[src/rtl/mbd_pkg.sv]
`timescale 1ns / 1ps
package mbd_pkg;

  localparam int MAX_WIDTH_DEF   = 2048;
  localparam int HEIGHT_LIMIT    = 2048;
  localparam int QUEUE_DEPTH_DEF = 4;
  localparam int ROW_W           = 11;
  localparam int SIZE_W          = 12;
  localparam int CHAN_CNT_W      = 3;
  localparam int NUM_CHAN        = 4;

  localparam logic [1:0] REG_SRC_WIDTH     = 2'd0;
  localparam logic [1:0] REG_SRC_HEIGHT    = 2'd1;
  localparam logic [1:0] REG_CHANNEL_COUNT = 2'd2;

  localparam logic [1:0] KIND_HOLD    = 2'd0;
  localparam logic [1:0] KIND_LINE_WR = 2'd1;
  localparam logic [1:0] KIND_EMIT2   = 2'd2;
  localparam logic [1:0] KIND_EMIT1   = 2'd3;

  typedef logic [NUM_CHAN-1:0][7:0] pixel_t;

  typedef struct packed {
    logic [1:0] kind;
    logic       done;
    pixel_t     px;
  } mbd_entry_t;

endpackage

[src/rtl/mbd_queue.sv]
`timescale 1ns / 1ps
module mbd_queue #(
  parameter int DEPTH  = mbd_pkg::QUEUE_DEPTH_DEF,
  parameter int DATA_W = 8
) (
  input  logic              clk,
  input  logic              rst,
  input  logic              push,
  input  logic [DATA_W-1:0] push_data,
  output logic              full,
  input  logic              pop,
  output logic              valid,
  output logic [DATA_W-1:0] pop_data
);
  import mbd_pkg::*;

  localparam int PTR_W = (DEPTH > 1) ? $clog2(DEPTH) : 1;
  localparam int CNT_W = $clog2(DEPTH + 1);

  logic [DATA_W-1:0] slots [DEPTH];
  logic [PTR_W-1:0]  wr_ptr, rd_ptr;
  logic [CNT_W-1:0]  count;
  logic              do_push, do_pop;

  assign full     = (count == CNT_W'(DEPTH));
  assign valid    = (count != '0);
  assign pop_data = slots[rd_ptr];
  assign do_push  = push && !full;
  assign do_pop   = pop && valid;

  always_ff @(posedge clk) begin
    if (do_push) begin
      slots[wr_ptr] <= push_data;
    end
  end

  always_ff @(posedge clk) begin
    if (rst) begin
      wr_ptr <= '0;
      rd_ptr <= '0;
      count  <= '0;
    end else begin
      if (do_push) begin
        wr_ptr <= (wr_ptr == PTR_W'(DEPTH - 1)) ? '0 : wr_ptr + PTR_W'(1);
      end
      if (do_pop) begin
        rd_ptr <= (rd_ptr == PTR_W'(DEPTH - 1)) ? '0 : rd_ptr + PTR_W'(1);
      end
      case ({do_push, do_pop})
        2'b10:   count <= count + CNT_W'(1);
        2'b01:   count <= count - CNT_W'(1);
        default: count <= count;
      endcase
    end
  end

endmodule

[config.mk]
export PLATFORM = sky130hd
export DESIGN_NAME = mbd_queue
export DESIGN_NICKNAME = d
export VERILOG_FILES = /design/src/rtl/mbd_pkg.sv /design/src/rtl/mbd_queue.sv
export SDC_FILE = /design/constraint.sdc
export NUM_CORES = 1
export LEC_CHECK = 0
export BUFFER_PORTS_ARGS = -buffer_cell sky130_fd_sc_hd__buf_2
export CAP_MARGIN = 20
export CORE_AREA = 2 2 49 85
export DETAILED_ROUTE_END_ITERATION = 7
export DIE_AREA = 0 0 51 87
export HOLD_SLACK_MARGIN = 0.08
export PLACE_DENSITY = 0.66
export SLEW_MARGIN = 30
export SYNTH_ARGS = -nofsm -noshare
export SYNTH_HDL_FRONTEND = slang
export SYNTH_SLANG_ARGS = --single-unit
[constraint.sdc]
create_clock -name clk -period 5.15 [get_ports clk]
set_clock_uncertainty 0.05 [all_clocks]
set_input_delay 0.7725 -clock clk [delete_from_list [all_inputs] [get_ports clk]]
set_output_delay 0.7725 -clock clk [all_outputs]
set_load 0.02 [all_outputs]
==> impl_metrics.csv, run 1 <==
group,metric,value,unit
synth,synthesis.area,0.00165,mm²
sta,slew_viol_final,0,
detailed_routing,viasPerCell,4.94,
synth,synth_nets,115,
synth,synth_top_area_share,58.2,%
place,io_buffers,21,
cts,path_clk_slew,0.07,ns
power,powerDensity,467,mW/mm²
power,p_int,606,µW
cts,post_cts_resized,0,
synth,yosys_warnings,0,
worst_setup_path,worstPathMaxFanout,9,
layout,drive_gt1_share,34.7,%
synth,synth_edf_count,32,
sta,slew_headroom,62.1,%
synth,synth.area.top_cells,"edfxtp_1, dfxtp_1, mux4_2",
sta,worstMarginPinSlew,0.564,ns
worst_setup_path,slowest_stage,"or3b_1",
synth,yosysMostFrequentCell,"edfxtp_1",
power,power.share.switching,30.7,%
power,p_comb_share,27.7,%
worst_setup_path,critPathKind,"reg2reg",
synth,syn_inst,96,
worst_hold_path,hold_class,"reg2reg",
cts,clockBufferDepth,2,
detailed_routing,dr.pass1.iters,4,
place,gp_congestion,0.713,
die,die_area,0.00444,mm²
cts,cts_hold_buf,0,
cts,clkLatencyLatePin,0.28,ns
sta,fmax,383,MHz
cts,clkSinkCount,41,
synth,avgSynthCellArea,17.2,µm²
worst_setup_path,path_buf_inv,2,
synth,synth_commonest_cells,"edfxtp_1, dfxtp_1, inv_1, mux4_2, ha_1",
worst_setup_path,worst_path_largest_cell_delay,0.50,ns
job,max_cap_viol_count,0,
worst_setup_path,cp-start-kind,"register",
sta,rsz0062_at_grt,"false",
die,fp.dieW,51,µm
worst_setup_path,path_common_cell,"inv_1",
worst_setup_path,r2r_slack,2.54,ns
cts,postCtsSetupBuffers,0,
global_routing,grtUsageTotal,13.7,%
power,vdd_drop_max,327,µV
cts,h-tree-depth,2,
layout,diodes,0,
layout,fin_area,0.00187,mm²
detailed_routing,ant_nets,0,
synth,synth_seq_area_share,69.1,%
global_routing,grt_pass1_vias,901,
global_routing,grt_max_degree,13,
die,pin_count,22,
status,status,"finished, final reports clean",
synth,yosysUniqueCellTypes,27,
detailed_routing,dr_total_vias,835,
global_routing,grt.overflow.total,0,
cts,cts_root_buffer,"clkbuf_8",
sta,min_period,2.61,ns
worst_setup_path,critPathArrivalTime,2.77,ns
place,postPlaceCellArea,0.00179,mm²
detailed_routing,wl_per_cell,15.3,µm
worst_setup_path,cp-end-kind,"register",
power,p_clk_share,22.0,%
global_routing,grt_pass1_wl,4250,µm
layout,syn_to_final_growth,13.6,%
power,switchingPower,269,µW
synth,synth_largest_area_cell,"edfxtp_1",
place,dp_hpwl,1950,µm
sta,final.setup.tns,0,ns
detailed_routing,post-route-drc-count,0,
die,initial_core_util,43.5,%
die,rows,30,
worst_setup_path,path_cells,"or3b_1, and2_4, inv_1, ha_1, inv_1, fa_1, xor2_1, or3_2, a21oi_1",
detailed_routing,routed_wl,2590,µm
power,power.leakage,0.706,nW
cts,cts_tree,"yes",
detailed_routing,drt_iter0_drc,15,
die,fp.dieH,87,µm
global_routing,antenna_found_initial,0,
worst_setup_path,required,5.31,ns
power,seq_power_share,50.2,%
sta,hold_viol,0,
worst_setup_path,critPathTopFamily,"simple AND/OR/NAND/NOR gates",
die,core-area,0.00379,mm²
sta,setup_viol,0,
synth,ys_ff_latch,41,
cts,cts_buffers,5,
layout,final_nets,139,
synth,synthFlopType,"edfxtp_1",
synth,async_flop_share,0,%
sta,period_share,50.7,%
==> placed cells by master, fill, tap and decap left out, types with 4 or more instances in the layout <==
cell type  count
ha_1           6
clkbuf_8       5
nor2_1         4
inv_1          8
a21oi_1        4
buf_2         21
edfxtp_1      32
mux4_2         8
dfxtp_1        9
==> layout make-up <==
type                       instances  area, µm²
clock buffer                       6       72.6
clock inverter                     2       10.0
fill                             351       1920
inverter                           8       30.0
multi-input combinational         43        455
sequential                        41       1140
tap                               48       60.1
timing repair buffer              21        105
==> worst paths after layout <==
kind / startpoint / end / cells after the start
worst max-delay path: count[2]$_SDFFE_PP0P_ / count[2]$_SDFFE_PP0P_ / 9
worst max register to register: count[2]$_SDFFE_PP0P_ / count[2]$_SDFFE_PP0P_ / 9
worst min-delay path: rd_ptr[0]$_SDFFE_PP0P_ / rd_ptr[0]$_SDFFE_PP0P_ / 2
worst min register to register: rd_ptr[0]$_SDFFE_PP0P_ / rd_ptr[0]$_SDFFE_PP0P_ / 2
==> registers in the layout, indices dropped and copies added (netlist names), named ones only <==
register	count
count	3
slots	32
rd_ptr	2
wr_ptr	2
==> through the flow <==
| step | hold slack (ns) | std cells | util (%) | total power [mW] | worst slack (ns) |
|---|---|---|---|---|---|
| after floorplan | 0.413 | 96 | - | 0.624 | 2.76 |
| after CTS | 0.453 | 169 | 49.4 | 0.887 | 2.54 |
| final | 0.451 | 169 | 49.4 | 0.874 | 2.54 |
| after global routing | 0.499 | 169 | 49.4 | 0.922 | 2.38 |
| after detailed placement | 0.443 | 161 | 47.3 | 0.695 | 2.56 |
| after global placement | 0.422 | 161 | 47.3 | 0.677 | 2.66 |
==> power by group through the flow <==
stage | clock network (mW) | registers [mW] | logic [mW]
after floorplan | 0 | 0.424 | 0.200
after global placement | 0 | 0.445 | 0.233
after detailed placement | 0 | 0.449 | 0.246
after CTS | 0.198 | 0.441 | 0.247
after global routing | 0.208 | 0.446 | 0.267
final | 0.193 | 0.439 | 0.242
==> routing by layer <==
layer  wire length (µm)  vias up  track usage [%]
met5                  0        -                0
met3                 98        6             3.61
met4                 71        0             8.11
li1                   -      405                -
met1                915      404             12.3
met2               1510       20             25.9
==> kinds of logic (layout without fill, tap and decap cells) <==
family	after synthesis	count (layout)	synth area share [%]
buffers and inverters	12	37	3.26
multiplexers	9	9	11.5
adder cells (fa/ha/maj)	7	7	5.76
AND/OR/NAND/NOR	17	17	6.06
AO/OA/AOI/OAI	8	8	3.18
XOR/XNOR	2	2	1.06
flip-flops	41	41	69.1
==> worst min-delay path, cell delays in order (launching register included) <==
cell and delay, ns:
dfxtp_1 0.32, nand2_1 0.06, a21oi_1 0.07
Note: power is estimated with default switching activity, not from simulation.
==> inputs of run 2 (changes only) <==
--- a/config.mk
+++ b/config.mk
@@ -11,7 +11,7 @@
 export DETAILED_ROUTE_END_ITERATION = 7
 export DIE_AREA = 0 0 51 87
 export HOLD_SLACK_MARGIN = 0.08
-export PLACE_DENSITY = 0.66
+export PLACE_DENSITY = 0.69
 export SLEW_MARGIN = 30
 export SYNTH_ARGS = -nofsm -noshare
 export SYNTH_HDL_FRONTEND = slang
==> constraint.sdc (replaced) <==
create_clock -name clk -period 2.4 [get_ports clk]
set_clock_uncertainty 0.05 [all_clocks]
set_input_delay 0.36 -clock clk [delete_from_list [all_inputs] [get_ports clk]]
set_output_delay 0.36 -clock clk [all_outputs]
set_load 0.02 [all_outputs]
==> impl_metrics.csv, run 2 (synthesized netlist as in run 1, its figures left out) <==
group,metric,value,unit
worst_setup_path,cp-startpoint,"count[0]$_SDFFE_PP0P_",
worst_setup_path,path_common_cell,"inv_1",
sta,worstMarginPinSlew,0.505,ns
layout,drive_gt1_share,42.4,%
sta,setup_viol,0,
detailed_routing,viasPerCell,4.98,
worst_setup_path,path_cells,"or3b_4, and2_4, inv_1, ha_2, inv_1, fa_2, xor2_1, or3_4, a21oi_2",
cts,clkLatencyLatePin,0.28,ns
detailed_routing,routed_wl,2640,µm
die,rows,30,
layout,top_register,"slots",
status,status,"finished, final reports clean",
layout,largestRegisters,"slots: 32 flops, count: 3 flops",
die,fp.dieW,51,µm
job,max_cap_viol_count,0,
worst_setup_path,cp-end-kind,"register",
global_routing,grt.overflow.total,0,
global_routing,grt_pass1_vias,927,
layout,largest_reg_flops,32,
worst_setup_path,worstPathMaxFanout,5,
cts,clockBufferDepth,2,
worst_setup_path,r2r_cells,9,
layout,layout.cells.non_filler,173,
worst_setup_path,worst_path_largest_cell_delay,0.39,ns
sta,slew_headroom,66.3,%
die,initial_core_util,43.5,%
place,io_buffers,21,
die,core-area,0.00379,mm²
sta,min_period,2.27,ns
global_routing,grtUsageTotal,14.0,%
layout,diodes,0,
cts,h-tree-depth,2,
cts,cts_tree,"yes",
cts,clkSinkCount,41,
sta,rsz0062_at_grt,"false",
power,powerDensity,1050,mW/mm²
worst_hold_path,hold_path_depth,1,
layout,final_common_cell,"edfxtp_1",
detailed_routing,wl_per_cell,15.2,µm
detailed_routing,dr_total_vias,862,
sta,hold_viol,0,
worst_setup_path,cp.depth,9,
sta,period_share,94.7,%
worst_setup_path,slowest_stage,"or3b_4",
global_routing,grt_pass1_wl,4280,µm
die,fp.dieH,87,µm
worst_setup_path,cp-start-kind,"register",
sta,fmax,440,MHz
cts,path_clk_slew,0.07,ns
detailed_routing,drt_iter0_drc,30,
place,dp_hpwl,1870,µm
detailed_routing,ant_nets,0,
sta,slew_viol_final,0,
worst_setup_path,critPathArrivalTime,2.44,ns
worst_setup_path,r2r_slack,0.13,ns
cts,cts_buffers,5,
cts,cts_root_buffer,"clkbuf_8",
global_routing,antenna_found_initial,0,
die,die_area,0.00444,mm²
worst_setup_path,path_buf_inv,2,
detailed_routing,dr.pass1.iters,4,
detailed_routing,post-route-drc-count,0,
place,dp_worst_setup_slack,-0.0610,ns
place,postPlaceCellArea,0.00181,mm²
worst_setup_path,critPathTopFamily,"simple AND/OR/NAND/NOR gates",
layout,fin_area,0.00196,mm²
die,pin_count,22,
global_routing,grt_max_degree,13,
worst_setup_path,required,2.57,ns
layout,fillers,326,
worst_hold_path,hold_class,"in2reg",
worst_setup_path,cp-endpoint,"count[2]$_SDFFE_PP0P_",
worst_setup_path,critPathKind,"reg2reg",
cts,cts_hold_buf,0,
worst_setup_path,crit-reg2reg-launch,"count[0]$_SDFFE_PP0P_",
power,power.leakage,0.742,nW
place,dp_cells,163,
layout,final_nets,143,
sta,setup_slack,0.127,ns
power,vdd_drop_max,800,µV
place,gp_congestion,0.653,
worst_setup_path,r2r_end,"count[2]$_SDFFE_PP0P_",
power,power.total,2.06,mW
layout,fin_util,51.7,%
layout,mostFrequentLayoutCells,"edfxtp_1, buf_2, inv_1, mux4_2",
layout,syn_to_final_growth,18.9,%
run 2: changes by cell type in the layout (fill, tap and decap cells not counted), sizes merged:
cell    delta
buf        +4
bufinv     +1
clkinv     -2
clkbuf     +1
run 2: layer usage:
metal  global-route usage, %  up-vias  share of wire, %
met5                       0        -                 0
met3                    3.61        6               4.3
met4                    7.37        0               2.5
li1                        -      413                 -
met1                    13.7      421                36
met2                    26.1       22                57
run 2: where the power goes:
part | internal [mW] | leakage (nW) | switching (mW)
Sequential | 0.873 | 0.369 | 0.0820
Combinational | 0.271 | 0.314 | 0.291
Clock | 0.339 | 0.0585 | 0.208
Total | 1.48 | 0.742 | 0.582
run 2: final cells by class:
class                   instances  area, µm²  share of cell area [%]
repair buffers                 25        135                    6.89
multi-input cells              43        470                    24.0
flip-flops and latches         41       1150                    58.6
clock inverters                 1       30.0                    1.53
clock buffers                   7       86.3                    4.40
well taps                      48       60.1                    3.06
inverters                       8       30.0                    1.53
run 2: stage by stage:
step,hold WS (ns),TNS [ns]
2_1_floorplan,0.409,0
3_3_place_gp,0.426,0
3_5_place_dp,0.449,-0.0610
4_1_cts,0.228,0
5_1_grt,0.236,0
6_report,0.236,0
run 2: how the worst min path moves through the flow:
stage                                      start                      to  slack (ns)
final                               push_data[2]   slots[0][2]$_DFFE_PP_        0.24
after global placement    rd_ptr[0]$_SDFFE_PP0P_  rd_ptr[0]$_SDFFE_PP0P_        0.43
after CTS                           push_data[2]   slots[0][2]$_DFFE_PP_        0.23
after detailed placement  rd_ptr[0]$_SDFFE_PP0P_  rd_ptr[0]$_SDFFE_PP0P_        0.45
after global routing                push_data[2]   slots[0][2]$_DFFE_PP_        0.24
after floorplan                     push_data[0]   slots[0][0]$_DFFE_PP_        0.41
run 2: worst register-to-register path: stages (launching register included):
cell and delay (ns):
dfxtp_4 0.36, or3b_4 0.39, and2_4 0.17, inv_1 0.05, ha_2 0.17, inv_1 0.05, fa_2 0.33, xor2_1 0.16
or3_4 0.33, a21oi_2 0.13
run 2: repair_timing:
item	4_1_cts	5_1_grt
gates resized for setup	7	3
buffers inserted	2	0
setup endpoints to repair	1	1
pin swaps	2	0
