===== src/rtl/mbd_pkg.sv =====
`timescale 1ns / 1ps
package mbd_pkg;

  localparam int MAX_WIDTH_DEF   = 2048;
  localparam int HEIGHT_LIMIT    = 2048;
  localparam int QUEUE_DEPTH_DEF = 4;
  localparam int ROW_W           = 11;
  localparam int SIZE_W          = 12;
  localparam int CHAN_CNT_W      = 3;
  localparam int NUM_CHAN        = 4;

  localparam logic [1:0] REG_SRC_WIDTH     = 2'd0;
  localparam logic [1:0] REG_SRC_HEIGHT    = 2'd1;
  localparam logic [1:0] REG_CHANNEL_COUNT = 2'd2;

  localparam logic [1:0] KIND_HOLD    = 2'd0;
  localparam logic [1:0] KIND_LINE_WR = 2'd1;
  localparam logic [1:0] KIND_EMIT2   = 2'd2;
  localparam logic [1:0] KIND_EMIT1   = 2'd3;

  typedef logic [NUM_CHAN-1:0][7:0] pixel_t;

  typedef struct packed {
    logic [1:0] kind;
    logic       done;
    pixel_t     px;
  } mbd_entry_t;

endpackage


===== src/rtl/mbd_front.sv =====
`timescale 1ns / 1ps
module mbd_front #(
  parameter int MAX_WIDTH = mbd_pkg::MAX_WIDTH_DEF,
  parameter int ADDR_W    = 10
) (
  input  logic                       clk,
  input  logic                       rst,
  input  logic                       s_tvalid,
  output logic                       s_tready,
  input  logic [31:0]                s_tdata,   // chan0, chan1, chan2, chan3
  input  logic                       cfg_valid,
  output logic                       cfg_ready,
  input  logic [1:0]                 cfg_index,
  input  logic [mbd_pkg::SIZE_W-1:0] cfg_data,
  input  logic                       q_full,
  output logic                       q_push,
  output mbd_pkg::mbd_entry_t        q_entry,
  output logic [ADDR_W-1:0]          q_idx
);
  import mbd_pkg::*;

  localparam int COL_W = (MAX_WIDTH > 2) ? $clog2(MAX_WIDTH) : 1;
  localparam int WB_W  = $clog2(MAX_WIDTH + 1);
  localparam int CW    = (WB_W > SIZE_W) ? WB_W : SIZE_W;

  logic [SIZE_W-1:0]     src_width;
  logic [SIZE_W-1:0]     src_height;
  logic [CHAN_CNT_W-1:0] channel_count;
  logic [COL_W-1:0]      col;
  logic [ROW_W-1:0]      row;

  logic [CW-1:0]     sw, w, col_ext, col_p1, w_last, pos, len, len_last;
  logic [SIZE_W-1:0] h, row_ext, row_p1, h_last;
  logic [2:0]        c;
  logic              w1, h1, accept, cfg_wr;
  pixel_t            px;

  assign cfg_ready = 1'b1;
  assign s_tready  = !q_full;
  assign accept    = s_tvalid && s_tready;
  assign cfg_wr    = cfg_valid && cfg_ready;

  always_comb begin
    sw = CW'(src_width);
    if (sw == '0) begin
      w = CW'(1);
    end else if (sw > CW'(MAX_WIDTH)) begin
      w = CW'(MAX_WIDTH);
    end else begin
      w = sw;
    end
    if (src_height == '0) begin
      h = SIZE_W'(1);
    end else if (src_height > SIZE_W'(HEIGHT_LIMIT)) begin
      h = SIZE_W'(HEIGHT_LIMIT);
    end else begin
      h = src_height;
    end
    if (channel_count == '0) begin
      c = 3'd1;
    end else if (channel_count > 3'd4) begin
      c = 3'd4;
    end else begin
      c = channel_count;
    end
    for (int i = 0; i < NUM_CHAN; i++) begin
      px[i] = (3'(i) < c) ? s_tdata[8*i +: 8] : 8'd0;
    end
  end

  always_comb begin
    w1       = (w == CW'(1));
    h1       = (h == SIZE_W'(1));
    col_ext  = CW'(col);
    row_ext  = SIZE_W'(row);
    col_p1   = col_ext + CW'(1);
    row_p1   = row_ext + SIZE_W'(1);
    w_last   = (w & ~CW'(1)) - CW'(1);
    h_last   = (h & ~SIZE_W'(1)) - SIZE_W'(1);
    pos      = w1 ? CW'(row) : col_ext;
    len      = w1 ? CW'(h) : w;
    len_last = (len & ~CW'(1)) - CW'(1);

    q_entry.px   = px;
    q_entry.kind = KIND_HOLD;
    q_entry.done = 1'b0;
    q_idx        = ADDR_W'(col >> 1);
    q_push       = 1'b0;
    if (!w1 && !h1) begin
      q_push = accept;
      if (col[0]) begin
        if (row[0]) begin
          q_entry.kind = KIND_EMIT2;
          q_entry.done = (row_ext == h_last) && (col_ext == w_last);
        end else begin
          q_entry.kind = KIND_LINE_WR;
        end
      end
    end else if (!(w1 && h1)) begin
      q_push = accept;
      if (pos[0]) begin
        q_entry.kind = KIND_EMIT1;
        q_entry.done = (pos == len_last);
      end
    end
  end

  always_ff @(posedge clk) begin
    if (rst) begin
      src_width     <= SIZE_W'(2);
      src_height    <= SIZE_W'(2);
      channel_count <= CHAN_CNT_W'(4);
      col           <= '0;
      row           <= '0;
    end else if (cfg_wr) begin
      case (cfg_index)
        REG_SRC_WIDTH: begin
          src_width <= cfg_data;
          col <= '0;
          row <= '0;
        end
        REG_SRC_HEIGHT: begin
          src_height <= cfg_data;
          col <= '0;
          row <= '0;
        end
        REG_CHANNEL_COUNT: begin
          channel_count <= cfg_data[CHAN_CNT_W-1:0];
          col <= '0;
          row <= '0;
        end
        default: begin
        end
      endcase
    end else if (accept) begin
      if (col_p1 >= w) begin
        col <= '0;
        if (row_p1 >= h) begin
          row <= '0;
        end else begin
          row <= row_p1[ROW_W-1:0];
        end
      end else begin
        col <= col_p1[COL_W-1:0];
      end
    end
  end

endmodule


===== config.mk =====
export PLATFORM = sky130hd
export DESIGN_NAME = mbd_front
export DESIGN_NICKNAME = d
export VERILOG_FILES = /design/src/rtl/mbd_pkg.sv /design/src/rtl/mbd_front.sv
export SDC_FILE = /design/constraint.sdc
export NUM_CORES = 1
export LEC_CHECK = 0
export BUFFER_PORTS_ARGS = -buffer_cell sky130_fd_sc_hd__buf_2
export CORE_MARGIN = 4
export CORE_UTILIZATION = 45
export CTS_CLUSTER_DIAMETER = 80
export CTS_CLUSTER_SIZE = 20
export DETAILED_ROUTE_END_ITERATION = 6
export GPL_ROUTABILITY_DRIVEN = 1
export PLACE_DENSITY_LB_ADDON = 0.3
export SLEW_MARGIN = 20
export SYNTH_ARGS = -nofsm -noshare
export SYNTH_HDL_FRONTEND = slang
export SYNTH_SLANG_ARGS = --single-unit

===== constraint.sdc =====
create_clock -name clk -period 4.68 [get_ports clk]
set_input_delay 0 -clock clk [delete_from_list [all_inputs] [get_ports clk]]
set_output_delay 0 -clock clk [all_outputs]
set_load 0.01 [all_outputs]

==> results.toml, run 1 <==
[timing]
finalCritPeriodShare_pct = 86.7
fmax_mhz = 246
rsz0062_at_grt = "no"
hold_violations = 0
tns_ns = 0
final_max_slew_viol_count = 0
period_minus_slack_ns = 4.06
tightest_slew_ns = 0.893
max_slew_margin_pct = 40.1
finalSetupViolCount = 0
skew_ns = 0.00922

[yosys]
netlist_instances = 686
ys_seq_area_share_pct = 20.0
synth.area.top_cells = "dfxtp_1 (20%), nand2_1 (7.4%), ha_1 (7.4%)"
synthMuxAreaShare_pct = 1.84
synth-adder-area-share_pct = 7.40
synth-main-ff-cell = "dfxtp_1"
synth_top_area_cell = "dfxtp_1"
yosys.area.top_type_share_pct = 20.0
synth_top_family_by_area = "simple AND/OR/NAND/NOR gates"
synth.distinct_cells = 70
yosys.area_share.simple_pct = 32.2
ys_ff_latch = 49
synth_edf_count = 0
syn_area_per_cell_um2 = 7.15
synth-compound-area-share_pct = 21.7
netlist_area_um2 = 4900
synth_xor_area_share_pct = 8.88
synthArstFlopShare_pct = 0
syn_nets = 766
yosysWarnings = 0

[power_and_ir_drop]
pwr-share-comb_pct = 27.4
p_total_mw = 1.13
p_int_mw = 0.773
power.leakage_nw = 2.36
clock_power_share_pct = 32.5
power.density_nw_per_um2 = 207
pwr-share-seq_pct = 40.1
p_sw_mw = 0.358
ir_worst_vdd_v = 0.000170
switching_share_pct = 31.7

[route]
drc = 0
firstDrtPassIters = 5
via_count = 5029
drt_wl_total_mm = 14.9
final_antenna_net_count = 0
wl_per_cell_um = 17.2
via_per_inst = 5.83
drt_iter0_markers = 536

[cells_and_area]
areaGrowthSynthToFinish_pct = 11.5
nFillCells = 1057
n_antenna_cell = 0
final_layout_size_suffix_gt1_share_pct = 15.4
final_nets = 805

[critical_path]
critPathBufInv = 0
arrival_ns = 4.30
cp-startpoint = "col[0]"
timing.rr.start = "col[0]"
path_class = "flop to flop"
critical_path.most_common_cell = "and3_1"
reg2reg_to = "col[8]"
crit_path_start_kind = "flop"
reg2regPathDepth = 14
ff2ff_setup_slack_ns = 0.62
path_delay_family = "simple AND/OR/NAND/NOR gates"
required_ns = 4.93
worst_setup_path_end_kind = "flop"
crit_fanout = 12
crit_chain = "ha_1, and3_1, and3_1, and3_1, nand3_1, xnor2_1, ha_1, a21o_1, a211oi_1, o2111ai_1, and2_1, nor2_1, nand3b_1, a21oi_1"
cp.depth = 14
slowest_delay_ns = 0.56
worstSetupEndpoint = "col[8]"
slowest_stage = "nor2_1"

[run]
cap_violations = 0

[floorplan]
fp.dieH_um = 112
core-area_um2 = 10500
initial_core_util_pct = 46.9
fp-row-count = 37
ios = 99
die_w_um = 112
die-area_um2 = 12600

[cts]
path_clk_slew_ns = 0.09
clk_latency_ns = 0.32
ctsRootBufferMaster = "clkbuf_8"
cts_tree = "yes"
postCtsSetupBuffers = 0
cts_sinks = 49
h-tree-depth = 2
numCtsBuffers = 5
clk_path_buf_depth = 2

[placement]
gp_congestion = 0.993
dpl.hpwl_mm = 11.6
portBuffers = 81

[global_routing]
overflow = 0
grt_start_max_net_pins = 41
grt_first_pass_wirelength_mm = 24.2
grt.total_usage_pct = 23.2
antenna_found_initial = 0
grt_pass1_vias = 4799

[hold_path]
hold_class = "primary input to output pin"

[run_status]
status = "finished clean"
[worst min path at each step]
stage,end,depth (start not counted),startpoint,slack [ns]
final,q_entry[2],0,s_tdata[2],0.000004
after detailed placement,q_entry[0],0,s_tdata[0],0.0001
after floorplan,s_tready,1,q_full,0.04
after global routing,q_entry[0],0,s_tdata[0],0.00002
after global placement,q_entry[0],0,s_tdata[0],0.0001
after CTS,q_entry[0],0,s_tdata[0],0.0001
[metal layers]
| metal | vias to the layer above | routed length (um) | GRT usage, % |
|---|---|---|---|
| li1 | 2471 | - | - |
| met1 | 2324 | 6380 | 30.1 |
| met4 | 0 | 407 | 8.01 |
| met5 | - | 0 | 0 |
| met2 | 195 | 7060 | 39.1 |
| met3 | 39 | 1010 | 3.72 |
[cell usage in the layout (no fill, tap or decap), types with 13 or more instances in the layout]
cell      Yosys  layout
inv_1        18      18
o21ai_0      34      34
xnor2_1      28      28
buf_2        15      81
nand2_1      97      97
nand3_1      16      16
and3_1       13      13
xor2_1       19      19
a21oi_1      67      67
nor2b_1      31      31
nor3_1       18      18
ha_1         29      29
nand3b_1     15      15
nor2_1       45      45
dfxtp_1      49      49
[through the flow]
stage	utilization, %	area, um2	hold WS (ns)	setup WS (ns)	cells
CTS	52.2	5460	0.000119	0.676	862
detailed placement	49.8	5210	0.000119	0.725	842
finish	52.2	5460	0.00000392	0.623	862
global route	52.2	5460	0.0000171	0.208	862
floorplan	-	4900	0.0435	1.40	686
global placement	49.8	5210	0.000119	0.947	842
[synthesized netlist by cell type, drive strengths merged (7+ instances only)]
library cell / count
a22o: 8
mux2i: 9
and2: 12
nor3: 21
dfxtp: 49
xor2: 19
nand3: 18
o21ai: 37
xnor2: 28
nor2: 45
a21oi: 67
and3: 13
nand4: 7
a21o: 10
nand2b: 7
nand3b: 15
clkbuf: 34
nor2b: 31
buf: 33
inv: 19
nand2: 98
ha: 29
[timing repair]
item	4_1_cts	5_1_grt
hold buffers	12	0
resized for setup	0	0
endpoints found under the hold margin	25	0
[cell families after synthesis]
logic type | after synthesis
buffers and inverters | 86
muxes | 9
other | 1
and+or+nand+nor | 296
adders and majority gates | 29
xor gates and xnor gates | 48
DFF | 49
AOI/OAI and AO/OA | 168
[power groups by stage]
stage | sequential [mW] | clock (mW) | combinational, mW
after floorplan | 0.447 | 0 | 0.220
after global placement | 0.461 | 0 | 0.292
after detailed placement | 0.462 | 0 | 0.298
after CTS | 0.452 | 0.374 | 0.307
after global routing | 0.456 | 0.392 | 0.342
final | 0.453 | 0.368 | 0.310
[registers in the layout, summed over array words and instances, names as in the netlist]
signal	flops
src_height	12
src_width	12
col	11
row	11
channel_count	3
[final cells by class]
type	count	area [um2]	area share, %
Tap cell	136	170	3.11
Clock buffer	5	68.8	1.26
Timing Repair Buffer	99	571	10.4
Sequential cell	49	981	18.0
Inverter	19	71.3	1.31
Multi-Input combinational cell	551	3530	64.7
Clock inverter	3	68.8	1.26
No activity file was read; power rests on OpenSTA's default activity.
==> inputs of run 2 (changes only) <==
--- a/config.mk
+++ b/config.mk
@@ -6,8 +6,11 @@
 export NUM_CORES = 1
 export LEC_CHECK = 0
 export BUFFER_PORTS_ARGS = -buffer_cell sky130_fd_sc_hd__buf_2
+export CELL_PAD_IN_SITES_DETAIL_PLACEMENT = 2
+export CELL_PAD_IN_SITES_GLOBAL_PLACEMENT = 2
+export CORE_ASPECT_RATIO = 1.75
 export CORE_MARGIN = 4
-export CORE_UTILIZATION = 45
+export CORE_UTILIZATION = 31
 export CTS_CLUSTER_DIAMETER = 80
 export CTS_CLUSTER_SIZE = 20
 export DETAILED_ROUTE_END_ITERATION = 6
==> run 2 against run 1 <==
  * Critical path depth stayed put
  * Wire length is 38% higher
  * Fmax is 3.3% lower
  * Final area is 2.0% higher
  * Core utilization is 16 points lower
  * Via count is 4.9% higher
  * First-iteration DRC count is 57% lower
  * Clock skew is 0.0032 ns lower
  * Hold slack hardly changed
  * Sequential share of layout area is 0.35 points lower
  * Critical endpoint is now col[9]
==> results.toml, run 2 (synthesis results as in run 1) <==
[run_status]
status = "finished clean"

[critical_path]
critPathBufInv = 0
worst_setup_path_end_kind = "flop"
path_delay_family = "simple AND/OR/NAND/NOR gates"
crit_fanout = 12
crit_path_start_kind = "flop"
path_class = "flop to flop"
cp-startpoint = "col[0]"
crit_chain = "and3_1, and3_1, and3_1, and3_1, xor2_1, ha_1, a21o_1, a21o_1, a211oi_1, o21ai_0, and2_1, nor2_1, nand3b_1, a21oi_1"
required_ns = 4.91
slowest_delay_ns = 0.59
slowest_stage = "nor2_1"
timing.rr.start = "col[0]"
arrival_ns = 4.42
critical_path.most_common_cell = "and3_1"

[global_routing]
antenna_found_initial = 0
overflow = 0
grt.total_usage_pct = 23.7
grt_start_max_net_pins = 41
grt_pass1_vias = 6050
grt_first_pass_wirelength_mm = 33.0

[cells_and_area]
final_nets = 809
n_antenna_cell = 0
layout_common_cells = "nand2_1 (97), buf_2 (81), a21oi_1 (67), dfxtp_1 (49), nor2_1 (45)"
areaGrowthSynthToFinish_pct = 13.7
multi_input_area_um2 = 3530
utilization_pct = 36.0
reg.largest.list = "src_height: 12 flops, src_width: 12 flops"
final_common_cell = "nand2_1"
nFillCells = 1884
final_layout_size_suffix_gt1_share_pct = 15.9
register_area_um2 = 981

[power_and_ir_drop]
p_total_mw = 1.19
power.leakage_nw = 2.39
power.density_nw_per_um2 = 213
ir_worst_vdd_v = 0.000142

[route]
drt_iter0_markers = 233
wl_per_cell_um = 22.4
via_per_inst = 5.76
final_antenna_net_count = 0
firstDrtPassIters = 4
drc = 0
drt_wl_total_mm = 20.5
via_count = 5274

[timing]
final_max_slew_viol_count = 0
finalSetupViolCount = 0
period_minus_slack_ns = 4.19
tightest_slew_ns = 1.00
rsz0062_at_grt = "no"
fin_ws_ns = 0.486
finalCritPeriodShare_pct = 89.6
fmax_mhz = 238
tns_ns = 0
timing.hold.ws_ns = 0.00000443
skew_ns = 0.00598
max_slew_margin_pct = 32.5
hold_violations = 0

[run]
cap_violations = 0

[cts]
postCtsSetupBuffers = 0
clk_latency_ns = 0.31
clk_path_buf_depth = 2
h-tree-depth = 2
ctsRootBufferMaster = "clkbuf_16"
cts_hold_buf = 12
ctsResizeCount = 0
path_clk_slew_ns = 0.08
numCtsBuffers = 5
cts_sinks = 49
cts_tree = "yes"

[floorplan]
initial_core_util_pct = 31.7
core-area_um2 = 15500
ios = 99
fp-row-count = 60
die-area_um2 = 18000
die_w_um = 103
fp.dieH_um = 174

[placement]
place_ws_ns = 0.501
portBuffers = 81
gp_congestion = 0.929
dpl.hpwl_mm = 16.5

[hold_path]
min_from = "s_tdata[2]"
hold_class = "primary input to output pin"
## run 2: cell types whose count changed in the layout (fill, tap and decap cells not counted), sizes merged
| cell | previous run | this run |
|---|---|---|
| inv | 20 | 21 |
| clkinv | 0 | 1 |
| bufinv | 2 | 0 |
| buf | 87 | 91 |
## run 2: path summary, 6_finish.rpt
path              endpoint  slack [ns]  cells past startpoint
max                 col[9]        0.49                     14
min             q_entry[2]    0.000004                      0
max reg2reg         col[9]        0.49                     14
min reg2reg  src_height[0]        0.50                      2
## run 2: cell type report
class | instances | area share [%]
multi-input combinational | 551 | 63.4
sequential | 49 | 17.6
timing repair buffer | 103 | 10.8
tap | 186 | 4.18
clock buffer | 5 | 2.25
inverter | 19 | 1.28
clock inverter | 3 | 0.516
## run 2: layer usage
layer / vias up / wire length, um / GRT usage, %
met3: 68 / 895 / 3.61
met2: 159 / 10900 / 42.7
li1: 2468 / - / -
met4: 0 / 1420 / 14.7
met1: 2579 / 7290 / 24.5
met5: - / 0 / 0
## run 2: where the power goes
part           switching [mW]  internal, mW  leakage (nW)
combinational           0.200         0.133          1.91
sequential             0.0251         0.427         0.397
clock                   0.196         0.206        0.0763
total                   0.421         0.766          2.39
## run 2: through the flow
step                      area, um2  cells
after detailed placement       5300    896
final                          5570    916
after floorplan                4900    686
after CTS                      5570    916
after global placement         5300    896
after global routing           5570    916
==> inputs of run 3 (changes only) <==
--- a/config.mk
+++ b/config.mk
@@ -9,7 +9,7 @@
 export CELL_PAD_IN_SITES_DETAIL_PLACEMENT = 2
 export CELL_PAD_IN_SITES_GLOBAL_PLACEMENT = 2
 export CORE_ASPECT_RATIO = 1.75
-export CORE_MARGIN = 4
+export CORE_MARGIN = 10
 export CORE_UTILIZATION = 31
 export CTS_CLUSTER_DIAMETER = 80
 export CTS_CLUSTER_SIZE = 20
==> run 3 against run 2 <==
  * Final cell count did not move
  * Largest power group unchanged
  * Sequential power is essentially flat
  * Via count rose by 0.30%
  * Clock-buffer cell count did not move
  * Global-route usage decreased by 4.1 points
  * Non-clock buffer count is the same
  * Clock skew rose by 0.0015 ns
  * Register-to-register slack got worse by 0.06 ns
  * Sequential cell count is the same
  * Wire length rose by 1.8%
  * Worst setup slack got worse by 0.060 ns
  * Hold slack about the same
==> results.toml, run 3 (synthesis results as in run 1) <==
[critical_path]
crit_chain = "ha_1, and3_1, and3_1, and3_1, nand3_1, xnor2_1, ha_1, a21o_1, a211oi_1, o2111ai_1, and2_1, nor2_1, nand3b_1, a21oi_1"
path_class = "flop to flop"
critical_path.most_common_cell = "and3_1"
path_delay_family = "simple AND/OR/NAND/NOR gates"
worst_setup_path_end_kind = "flop"
arrival_ns = 4.49
required_ns = 4.91
slowest_stage = "nor2_1"
crit_fanout = 12
critPathBufInv = 0
slowest_delay_ns = 0.59
crit_path_start_kind = "flop"

[cells_and_area]
final_common_cell = "nand2_1"
n_antenna_cell = 0
utilization_pct = 36.2
final_nets = 809
reg.largest.list = "src_height: 12 flops, src_width: 12 flops"
final_layout_size_suffix_gt1_share_pct = 15.9
fin_cells = 916
layout_common_cells = "nand2_1 (97), buf_2 (81), a21oi_1 (67), dfxtp_1 (49), nor2_1 (45)"
areaGrowthSynthToFinish_pct = 14.1

[global_routing]
top_usage_layer = "met2"
overflow = 0
grt.total_usage_pct = 19.5
use_met2_pct = 36.0
grt_pass1_vias = 6032
grt_use_met1_pct = 19.9
grt_start_max_net_pins = 41
met3_usage_pct = 3.18
antenna_found_initial = 0
grt_first_pass_wirelength_mm = 33.8

[placement]
dpl.hpwl_mm = 16.9
gp_congestion = 0.909
place_inst = 896
place_ws_ns = 0.533
portBuffers = 81

[power_and_ir_drop]
ir_worst_vdd_v = 0.000191
power.density_nw_per_um2 = 221
power.leakage_nw = 2.40
pwr-share-seq_pct = 36.6
p_sw_mw = 0.418
clock_power_share_pct = 36.1
pwr-share-comb_pct = 27.3
p_total_mw = 1.24
switching_share_pct = 33.8
p_int_mw = 0.818

[timing]
finalCritPeriodShare_pct = 90.9
max_slew_margin_pct = 23.0
rsz0062_at_grt = "no"
period_minus_slack_ns = 4.25
hold_violations = 0
fin_ws_ns = 0.425
final_max_slew_viol_count = 0
finalSetupViolCount = 0
tns_ns = 0
skew_ns = 0.00751
tightest_slew_ns = 1.14
fmax_mhz = 235

[route]
wl_per_cell_um = 22.8
firstDrtPassIters = 4
final_antenna_net_count = 0
via_per_inst = 5.78
drc = 0
via_count = 5290
drt_iter0_markers = 302
drt_wl_total_mm = 20.9

[floorplan]
core-area_um2 = 15500
fp.dieH_um = 186
initial_core_util_pct = 31.7
ios = 99
die-area_um2 = 21400
die_w_um = 115
fp-row-count = 60

[hold_path]
hold_class = "primary input to output pin"

[cts]
clk_latency_ns = 0.30
path_clk_slew_ns = 0.08
cts_tree = "yes"
h-tree-depth = 2
cts_sinks = 49
ctsResizeCount = 0
numCtsBuffers = 5
clk_path_buf_depth = 2
ctsRootBufferMaster = "clkbuf_16"

[run]
cap_violations = 0

[run_status]
status = "finished clean"
run 3: cell count changes in the layout (fill, tap and decap cells not counted), sizes merged:
cell    delta
bufinv     +1
inv        -1
run 3: layer usage:
layer	part of all wire [%]	up-vias
met5	0	-
met4	5.5	0
met3	3.8	60
met2	53	152
met1	37	2604
li1	-	2474
run 3: worst paths after layout:
| check | to | startpoint | slack, ns | depth (start not counted) |
|---|---|---|---|---|
| hold / removal | q_entry[3] | s_tdata[3] | 0.000004 | 0 |
| setup reg to reg | col[9] | col[0] | 0.43 | 14 |
| setup / recovery | col[9] | col[0] | 0.43 | 14 |
| hold reg to reg | src_height[0] | src_height[0] | 0.49 | 2 |
run 3: power by group through the flow:
stage | logic, mW | clock network, mW | registers (mW)
after floorplan | 0.220 | 0 | 0.447
after global placement | 0.313 | 0 | 0.460
after detailed placement | 0.327 | 0 | 0.462
after CTS | 0.339 | 0.458 | 0.452
after global routing | 0.374 | 0.471 | 0.455
final | 0.337 | 0.447 | 0.452
run 3: final cells by class:
class                      instances  area, um2
clock buffer                       5        125
multi-input combinational        551       3530
tap                              186        233
clock inverter                     3       50.0
timing repair buffer             103        601
fill                            1851       9870
inverter                          19       71.3
sequential                        49        981
run 3: through the flow:
step	hold slack, ns	area [um2]
detailed placement	0.0000686	5300
finish	0.00000392	5590
CTS	0.0000686	5590
global route	0.0000153	5590
floorplan	0.0435	4900
global placement	0.0000686	5300
run 3: what timing repair did:
action,CTS,global route
hold buffers,12,0
buffers inserted,0,0
endpoints found under the hold margin,24,0
